===== config.mk =====
export PLATFORM = sky130hd
export DESIGN_NAME = vcsrl_ctrl
export DESIGN_NICKNAME = d
export VERILOG_FILES = /design/src/sv/vcsrl_pkg.sv /design/src/sv/vcsrl_ctrl.sv
export SDC_FILE = /design/constraint.sdc
export NUM_CORES = 1
export LEC_CHECK = 0
export ABC_AREA = 1
export BUFFER_PORTS_ARGS = -buffer_cell sky130_fd_sc_hd__buf_2
export CORE_AREA = 2 2 39 41
export DETAILED_ROUTE_END_ITERATION = 16
export DIE_AREA = 0 0 41 43
export PLACE_DENSITY = 0.35
export SLEW_MARGIN = 20
export SYNTH_ARGS = -nofsm -noshare
export SYNTH_HDL_FRONTEND = slang
export SYNTH_SLANG_ARGS = --single-unit

===== constraint.sdc =====
create_clock -name clk -period 1.7 [get_ports clk]
set_input_delay 0.34 -clock clk [delete_from_list [all_inputs] [get_ports clk]]
set_output_delay 0.34 -clock clk [all_outputs]
set_load 0.02 [all_outputs]

===== src/sv/vcsrl_pkg.sv =====
`timescale 1ns / 1ps
package vcsrl_pkg;

  localparam int NUM_PORTS_DEF   = 16;
  localparam int COUNT_WIDTH_DEF = 32;
  localparam int PORT_FIELD_W    = 4;
  localparam int TIME_W          = 64;
  localparam int LIMIT_W         = 32;
  localparam int OUT_COUNT_W     = 32;

  localparam logic [2:0] OP_OPEN    = 3'd0;
  localparam logic [2:0] OP_SUCCESS = 3'd1;
  localparam logic [2:0] OP_FAILURE = 3'd2;
  localparam logic [2:0] OP_DESTROY = 3'd3;
  localparam logic [2:0] OP_LIMIT   = 3'd4;
  localparam logic [2:0] OP_QUERY   = 3'd5;
  localparam logic [2:0] OP_SET     = 3'd6;
  localparam logic [2:0] OP_RSVD    = 3'd7;

  localparam logic [1:0] MODE_INVALID = 2'd3;

  localparam logic [1:0] STAT_DONE     = 2'd0;
  localparam logic [1:0] STAT_DISABLED = 2'd1;
  localparam logic [1:0] STAT_INVALID  = 2'd2;

  typedef struct packed {
    logic [2:0]              operation;
    logic [PORT_FIELD_W-1:0] port_index;
    logic [1:0]              transport_mode;
    logic [TIME_W-1:0]       now_time;
    logic [LIMIT_W-1:0]      new_max_count;
    logic [TIME_W-1:0]       new_window_length;
  } in_word_t;

  typedef struct packed {
    logic [1:0]             status;
    logic                   refused;
    logic [OUT_COUNT_W-1:0] established_out;
    logic [OUT_COUNT_W-1:0] active_out;
    logic [OUT_COUNT_W-1:0] failed_out;
    logic [OUT_COUNT_W-1:0] opening_out;
  } out_word_t;

  typedef enum logic [1:0] {
    CTL_CLEAR,
    CTL_IDLE,
    CTL_EXEC
  } ctl_state_t;

  typedef struct packed {
    logic clr;
    logic load;
    logic exec;
  } dp_cmd_t;

  typedef struct packed {
    logic clr_last;
  } dp_sts_t;

endpackage


===== src/sv/vcsrl_ctrl.sv =====
`timescale 1ns / 1ps
module vcsrl_ctrl
  import vcsrl_pkg::*;
(
  input  logic    clk,
  input  logic    rst_n,
  input  logic    in_valid,
  output logic    in_ready,
  output logic    out_valid,
  input  logic    out_ready,
  output dp_cmd_t cmd,
  input  dp_sts_t sts
);

  ctl_state_t state_r, state_nxt;
  logic       out_valid_r, out_valid_nxt;
  logic       slot_free;

  assign slot_free = !out_valid_r || out_ready;

  always_comb begin
    state_nxt = state_r;
    unique case (state_r)
      CTL_CLEAR: begin
        if (sts.clr_last) begin
          state_nxt = CTL_IDLE;
        end
      end
      CTL_IDLE: begin
        if (in_valid) begin
          state_nxt = CTL_EXEC;
        end
      end
      CTL_EXEC: begin
        if (slot_free) begin
          state_nxt = CTL_IDLE;
        end
      end
      default: state_nxt = CTL_CLEAR;
    endcase
  end

  always_comb begin
    cmd      = '0;
    in_ready = 1'b0;
    unique case (state_r)
      CTL_CLEAR: begin
        cmd.clr = 1'b1;
      end
      CTL_IDLE: begin
        in_ready = 1'b1;
        cmd.load = in_valid;
      end
      CTL_EXEC: begin
        cmd.exec = slot_free;
      end
      default: begin
        cmd = '0;
      end
    endcase
  end

  always_comb begin
    out_valid_nxt = out_valid_r;
    if (cmd.exec) begin
      out_valid_nxt = 1'b1;
    end else if (out_ready) begin
      out_valid_nxt = 1'b0;
    end
  end

  always_ff @(posedge clk) begin
    if (!rst_n) begin
      state_r     <= CTL_CLEAR;
      out_valid_r <= 1'b0;
    end else begin
      state_r     <= state_nxt;
      out_valid_r <= out_valid_nxt;
    end
  end

  assign out_valid = out_valid_r;

endmodule


Word level (Yosys, flattened, before mapping)
Cells that the tools add are included.

cells by class
  equality and inequality tests = 5
  mux-type cells = 10
  reductions and logical operators = 5

operators with widths
  kind                  count
  $mux W1               6
  $mux W2               3
  $ne A2 B2 Y1 const B  3
  $pmux W2 S3           1
  $reduce_and A3 Y1     1
  $eq A2 B1 Y1 const B  1
  $eq A2 B2 Y1 const B  1
  $logic_not A2 Y1      1
  $reduce_bool A2 Y1    1
  $logic_not A1 Y1      1
  $logic_or A1 B1 Y1    1

word-level totals
  flip-flop bits (word level) = 3
  bits of input ports = 5
  output and inout bits = 5

Longest topological paths before layout
Gate-level depths: netlist (run 1).

  depth after elaboration = 4
  depth in mapped cells = 5

Worst setup path before layout (run 1)
No wires, ideal clock.

  path type = reg2out
  start = register out_valid_r, in the netlist out_valid
  end = output port cmd[0] (netlist name)
  data arrival time = 0.851 ns
  path slack = 0.509 ns
  cell stages (with the launch flop) = 5
  buffers on the path = 1
  path through = dfxtp_1 > inv_1 > nor2_8 > nor3_1 > buf_4

RTL lines
  item                    line              RTL
  from (decl)             vcsrl_ctrl.sv:16  logic out_valid_r, out_valid_nxt;
  from (signal assigned)  vcsrl_ctrl.sv:78  out_valid_r <= out_valid_nxt;
  to (decl)               vcsrl_ctrl.sv:11  output dp_cmd_t cmd,

==> summary.txt, run 1 <==
Yosys
  • Area leader, netlist: dfxtp_1
  • Mapped Nets: 29
  • #FFs+latches synth: 3
  • Synth top area cells: dfxtp_1 (34%), nor2_8 (11%), inv_1 (10%)
  • Sequential-to-total area share from yosys stat: 0.336
  • Post-synthesis average cell area: between 7 and 8 um2
  • Post-synth cell types: 14
  • Yosys top cell area share: 0.336
  • Gate Count Post-Synth: 24
  • Netlist area before placement: approximately 180 um2
  • Synth Warn #: 0

Die
  • Core area: 1380 um2
  • Row count: 14
  • Die Width: 41 um
  • Die Footprint: ~1800 um2
  • I/O Pins: 10
  • Starting density of the core: 0.129
  • Die H: 43 um

Worst setup path
  • CP Capture Type: output pin
  • Critical path peak fanout: 6
  • R2r setup slk: 0.90 ns
  • Slowest-stage cell, CP: dfxtp_1
  • Buffer and inverter count on the worst path: 2
  • CP delay by family, top: flip-flops
  • Worst reg2reg path endpoint: state_r[0]$_SDFFE_PN0P_
  • WS Path Type: reg -> out
  • Worst path max stage delay: 0.42 ns
  • CP Cell Sequence: nand3_1 -> inv_1 -> buf_2
  • Type of origin of the critical path: flip-flop
  • Worst r2r src: state_r[1]$_SDFFE_PN0P_
  • Crit path DAT: about 1 ns
  • Critical Path RT: ~1.4 ns
  • R2R depth: 5

STA
  • Clk_skew: between 0.0008 and 0.0009 ns
  • Final setup vio count: 0
  • Sum Neg Setup Slack: 0 ns
  • Max frequency: 730 MHz
  • Final min period: 1.37 ns
  • Worst slew margin: 0.858
  • Final period utilization: 0.806
  • RSZ-0062 raised after global routing: no
  • Hold Fails Final Rpt: 0
  • Max Slew Vio Count: 0
  • Final worst slack: 0.330 ns
  • Worst Tran Pin Value: 0.213 ns

Job
  • Total of max-cap violations: 0

Placement
  • Placed wire-length estimate: slightly above 300 um
  • Placed cell area: 236 um2
  • Gpl congestion: 0.693
  • IO buf count: 9
  • Setup Slack @ Placement: about 0.54 ns

Final layout
  • Area grow syn2layout: 46.9%
  • Fin area: 263 um2
  • Layout cells sized above 1: 0.500
  • Fillers: 175
  • Net count, final: 42
  • Antenna Cells: 0

Global route
  • Global Route Usage Sum: 0.0561
  • Initial antenna violation count: 0
  • Gr ovfl total: 0
  • Global-route wire length before repair: 600 um
  • Largest net degree at the start of global routing: 7
  • Vias in the first global route: 152

Pwr
  • Switch Pwr: 0.0000648 W
  • Leakage Power: 0.154 nW
  • Switching fraction of total power: 0.267
  • Register share of total power: 0.326
  • Logic pwr share: 0.170
  • Pwr/cell area: 923 nW/um2
  • Clock share of power: 0.504
  • P_int: 0.000178 W
  • Peak VDD IR: about 0.46 mV

Detailed routing
  • Routed Antenna Nets: 0
  • DRT Wirelength: about 350 um
  • # DRC: 0
  • Wire length per cell: roughly 6.7 um
  • Initial drt markers: 4
  • Pre-antenna DRT Iters: 4
  • Detailed-route via count: ~170
  • Via density: roughly 3.3

Worst hold path
  • Worst hold path type: in -> reg
  • Hold Crit Depth: 2
  • Worst hold start: rst_n
  • Hold endpoint: out_valid$_SDFFE_PN0P_

CTS
  • Clk sinks: 3
  • PostCTS Resize Cnt: 0
  • CTS Buf Count: 3
  • Hold bufs inserted after CTS: 0
  • Root buffer cell: clkbuf_4
  • CTS tree: yes
  • Clk slew on worst S/H paths: 0.04 ns
  • Post-CTS setup repair buffer count: 0
  • H-Tree Depth: 1
  • Clk buf depth: 2
  • Clock Latency Late Sink: 0.23 ns

Outcome
  • Status: finished clean
worst reg2reg max path, cell delays in order, from the launching register on:
cell	delay [ns]
dfxtp_1	0.34
inv_2	0.07
nor2_2	0.11
nand2_2	0.08
nand2_1	0.07
nor2_2	0.03
stage by stage:
stage	total power, W	hold WS, ns	utilization	cells
after floorplan	0.000107	0.458	-	24
after global placement	0.000123	0.600	0.171	48
after detailed placement	0.000122	0.585	0.171	48
after CTS	0.000250	0.345	0.190	52
after global routing	0.000264	0.360	0.190	52
final	0.000243	0.346	0.190	52
area by class of cell:
type | count | area [um2] | share of cell area
Sequential cell | 3 | 60.1 | 0.229
Clock buffer | 4 | 26.3 | 0.100
Tap cell | 16 | 20.0 | 0.0762
Timing Repair Buffer | 9 | 45.0 | 0.171
Inverter | 6 | 22.5 | 0.0857
Multi-Input combinational cell | 14 | 88.8 | 0.338
metal layers:
metal | share of wire | up-vias | GRT usage
met5 | 0 | - | 0
met4 | 0 | 0 | 0
met3 | 0.089 | 0 | 0.0785
met2 | 0.44 | 5 | 0.0656
met1 | 0.47 | 69 | 0.0639
li1 | - | 95 | -
cells in the mapped netlist (all sizes together):
cell type / instances
nand2: 5
nor2: 4
inv: 6
a21oi: 1
o21a: 1
o21ai: 1
nand3: 1
nor3: 1
dfxtp: 3
buf: 1
cells in the final DEF (no fill, tap or decap):
master / synthesis / final
a21oi_2: 1 / 1
buf_2: 0 / 9
clkbuf_1: 0 / 1
clkbuf_4: 0 / 3
dfxtp_1: 3 / 3
inv_1: 5 / 5
inv_2: 1 / 1
nand2_1: 4 / 4
nand2_2: 1 / 1
nand3_1: 1 / 1
nor2_1: 1 / 1
nor2_2: 2 / 2
nor2_8: 1 / 1
nor3_1: 1 / 1
o21a_1: 1 / 1
o21ai_0: 1 / 1
kinds of logic after synthesis:
group                  count (synthesis)  synth area share
and+or+nand+nor                       11             0.378
buffers and inverters                  7             0.168
DFF                                    3             0.336
AOI/OAI and AO/OA                      3             0.119
worst max-delay path by stage:
stage                            startpoint      to  cells after the start
global route        state_r[0]$_SDFFE_PN0P_  cmd[1]                      3
CTS                 state_r[0]$_SDFFE_PN0P_  cmd[1]                      3
floorplan            out_valid$_SDFFE_PN0P_  cmd[0]                      4
global placement                  out_ready  cmd[0]                      4
detailed placement                out_ready  cmd[0]                      4
finish              state_r[0]$_SDFFE_PN0P_  cmd[1]                      3
power groups by stage:
stage / Sequential (W) / Clock [W] / Combinational (W)
4_1_cts: 0.0000792 / 0.000128 / 0.0000422
6_report: 0.0000792 / 0.000122 / 0.0000412
2_1_floorplan: 0.0000800 / 0 / 0.0000266
3_3_place_gp: 0.0000804 / 0 / 0.0000422
3_5_place_dp: 0.0000803 / 0 / 0.0000421
5_1_grt: 0.0000802 / 0.000137 / 0.0000469
flip-flops by register name (all words and copies together), names as in the netlist:
register and cells:
state_r 2, out_valid 1
No activity file was read; power rests on OpenSTA's default activity.
==> run 2, diff against run 1 <==
--- a/config.mk
+++ b/config.mk
@@ -10,7 +10,7 @@
 export CORE_AREA = 2 2 39 41
 export DETAILED_ROUTE_END_ITERATION = 16
 export DIE_AREA = 0 0 41 43
-export PLACE_DENSITY = 0.35
+export PLACE_DENSITY = 0.36
 export SLEW_MARGIN = 20
 export SYNTH_ARGS = -nofsm -noshare
 export SYNTH_HDL_FRONTEND = slang
==> constraint.sdc (replaced) <==
create_clock -name clk -period 1.2 [get_ports clk]
set_input_delay 0.24 -clock clk [delete_from_list [all_inputs] [get_ports clk]]
set_output_delay 0.24 -clock clk [all_outputs]
set_load 0.02 [all_outputs]
==> run 2 against run 1 <==
Design area rose by 4.8%; sequential cell count did not move; global-route usage rose by 0.51 points; worst hold slack got worse by 0.10 ns; clock skew barely moved; sequential power rose by 43%; register-to-register slack got worse by 0.48 ns; via count rose by 1.8%; worst setup slack got worse by 0.31 ns; cell count did not move; wire length rose by 16%; combinational power rose by 49%; largest cell class unchanged; largest power group unchanged; highest routed layer is now met4.
==> summary.txt, run 2 (synthesized netlist as in run 1, its figures left out) <==
CTS
  • CTS Buf Count: 3 (unchanged)
  • CTS tree: yes (unchanged)
  • Root buffer cell: clkbuf_4 (unchanged)
  • Clk sinks: 3 (unchanged)
  • Hold bufs inserted after CTS: 0 (unchanged)
  • Clk slew on worst S/H paths: 0.04 ns (about the same)
  • Clock Latency Late Sink: 0.24 ns (was 0.23 ns)
  • H-Tree Depth: 1 (unchanged)
  • Clk buf depth: 2 (unchanged)

Die
  • Starting density of the core: 0.129 (unchanged)
  • Row count: 14 (unchanged)
  • I/O Pins: 10 (unchanged)
  • Die H: 43 um (unchanged)
  • Die Width: 41 um (unchanged)
  • Die Footprint: 1760 um2 (unchanged)
  • Core area: 1380 um2 (unchanged)

STA
  • Max frequency: between 800 and 900 MHz
  • Worst Tran Pin Value: 0.130 ns (was 0.213 ns)
  • Final period utilization: 0.985
  • Final setup vio count: 0 (unchanged)
  • Final min period: 1.18 ns
  • Hold Fails Final Rpt: 0 (unchanged)
  • Max Slew Vio Count: 0 (unchanged)
  • Clk_skew: 0.000730 ns (was 0.000806 ns)
  • RSZ-0062 raised after global routing: yes (was no)
  • Worst slew margin: 0.913 (was 0.858)

Placement
  • Gpl congestion: 0.649 (was 0.693)
  • Placed wire-length estimate: 299 um (was 306 um)
  • Placed cell area: 236 um2 (unchanged)
  • IO buf count: 9 (unchanged)

Detailed routing
  • Initial drt markers: 0 (was 4)
  • Wire length per cell: 7.75 um (was 6.67 um)
  • # DRC: 0 (unchanged)
  • Detailed-route via count: 172 (was 169)
  • DRT Wirelength: 403 um (was 347 um)
  • Via density: 3.31 (was 3.25)
  • Routed Antenna Nets: 0 (unchanged)
  • Pre-antenna DRT Iters: 1 (was 4)

Pwr
  • Leakage Power: 0.155 nW (was 0.154 nW)
  • Pwr/cell area: 1290 nW/um2 (was 923 nW/um2)
  • Peak VDD IR: 0.388 mV (was 0.462 mV)

Global route
  • Largest net degree at the start of global routing: 7 (unchanged)
  • Global Route Usage Sum: 0.0612 (was 0.0561)
  • Gr ovfl total: 0 (unchanged)
  • Initial antenna violation count: 0 (unchanged)
  • Global-route wire length before repair: 593 um (was 600 um)
  • Vias in the first global route: 150 (was 152)

Worst setup path
  • CP delay by family, top: flip-flops (unchanged)
  • Crit path DAT: 0.94 ns (was 1.03 ns)
  • Critical Path RT: 0.96 ns (was 1.36 ns)
  • WS Path Type: reg -> out (unchanged)
  • Buffer and inverter count on the worst path: 2 (unchanged)
  • CP Capture Type: output pin (unchanged)
  • Critical path peak fanout: 4 (was 6)
  • CP Cell Sequence: inv_2 -> nor3_2 -> buf_4 (was nand3_1 -> inv_1 -> buf_2)
  • Type of origin of the critical path: flip-flop (unchanged)
  • Slowest-stage cell, CP: dfxtp_2 (was dfxtp_1)
  • Worst path max stage delay: 0.33 ns (was 0.42 ns)

Final layout
  • Layout cells sized above 1: 0.611 (was 0.500)
  • Top reg by flops: state_r (unchanged)
  • Fillers: 168 (was 175)
  • Commonest non-fill, non-tap cell in the layout: buf_2 (unchanged)
  • Fin area: 275 um2 (was 263 um2)
  • Final design utilization: 0.199 (was 0.190)
  • Commonest non-fill, non-tap cells in the layout: buf_2 (7), nand2_1 (4), inv_1 (4) (was buf_2 (9), inv_1 (5), nand2_1 (4))
  • Max reg flops: 2 (unchanged)
  • Net count, final: 42 (unchanged)
  • Antenna Cells: 0 (unchanged)
  • Area grow syn2layout: 53.8% (was 46.9%)

Job
  • Total of max-cap violations: 0 (unchanged)

Worst hold path
  • Worst hold path type: in -> reg (unchanged)

Outcome
  • Status: finished clean (unchanged)
-- run 2: cell types whose count changed in the layout (fill, tap and decap cells not counted) --
cell     before  now
buf_2         9    7
buf_4         0    2
dfxtp_1       3    1
dfxtp_2       0    2
inv_1         5    4
inv_2         1    2
nor3_1        1    0
nor3_2        0    1
-- run 2: worst reg2reg max path, stage by stage (launching register included) --
cell and delay, ns:
dfxtp_2 0.33, inv_2 0.06, nor2_2 0.11, nand2_2 0.08
nand2_1 0.07, nor2_2 0.03
-- run 2: where the power goes --
part	switching, W	leakage (nW)	total, W	internal (W)
combinational	0.0000372	0.115	0.0000612	0.0000240
clock	0.0000552	0.0150	0.000180	0.000125
sequential	0.00000667	0.0253	0.000113	0.000107
-- run 2: layout make-up --
class,instances,area [um2],area share
sequential,3,62.6,0.227
timing repair buffer,9,50.0,0.182
clock buffer,4,26.3,0.0955
inverter,6,22.5,0.0818
tap,16,20.0,0.0727
multi-input combinational,14,93.8,0.341
-- run 2: path summary, 6_finish.rpt --
path                            from  slack [ns]                       to  cells after the start
max          state_r[1]$_SDFFE_PN0P_        0.02                   cmd[0]                      3
min                            rst_n        0.24   out_valid$_SDFFE_PN0P_                      2
max reg2reg  state_r[1]$_SDFFE_PN0P_        0.42  state_r[0]$_SDFFE_PN0P_                      5
min reg2reg  state_r[1]$_SDFFE_PN0P_        0.57  state_r[0]$_SDFFE_PN0P_                      3
-- run 2: timing repair --
action                                 CTS  global route
buffers inserted                         0             0
resized for setup                        6             0
setup endpoints to repair                2             2
endpoints found under the hold margin    0             0
-- run 2: metrics by stage --
| stage | setup slack, ns | std cells | setup TNS (ns) | total power [W] | hold WS [ns] |
|---|---|---|---|---|---|
| 3_3_place_gp | 0.174 | 48 | 0 | 0.000173 | 0.487 |
| 3_5_place_dp | 0.179 | 48 | 0 | 0.000172 | 0.479 |
| 5_1_grt | -0.0629 | 52 | -0.105 | 0.000382 | 0.241 |
| 4_1_cts | 0.00217 | 52 | 0 | 0.000369 | 0.239 |
| 6_report | 0.0177 | 52 | 0 | 0.000355 | 0.242 |
| 2_1_floorplan | 0.109 | 24 | 0 | 0.000151 | 0.358 |
-- run 2: per-layer routing --
layer	part of all wire	up-vias	track usage	routed length, um
li1	-	93	-	-
met1	0.42	69	0.0513	171
met2	0.45	8	0.0656	183
met3	0.10	2	0.0785	41
met4	0.017	0	0.0600	7
met5	0	-	0	0
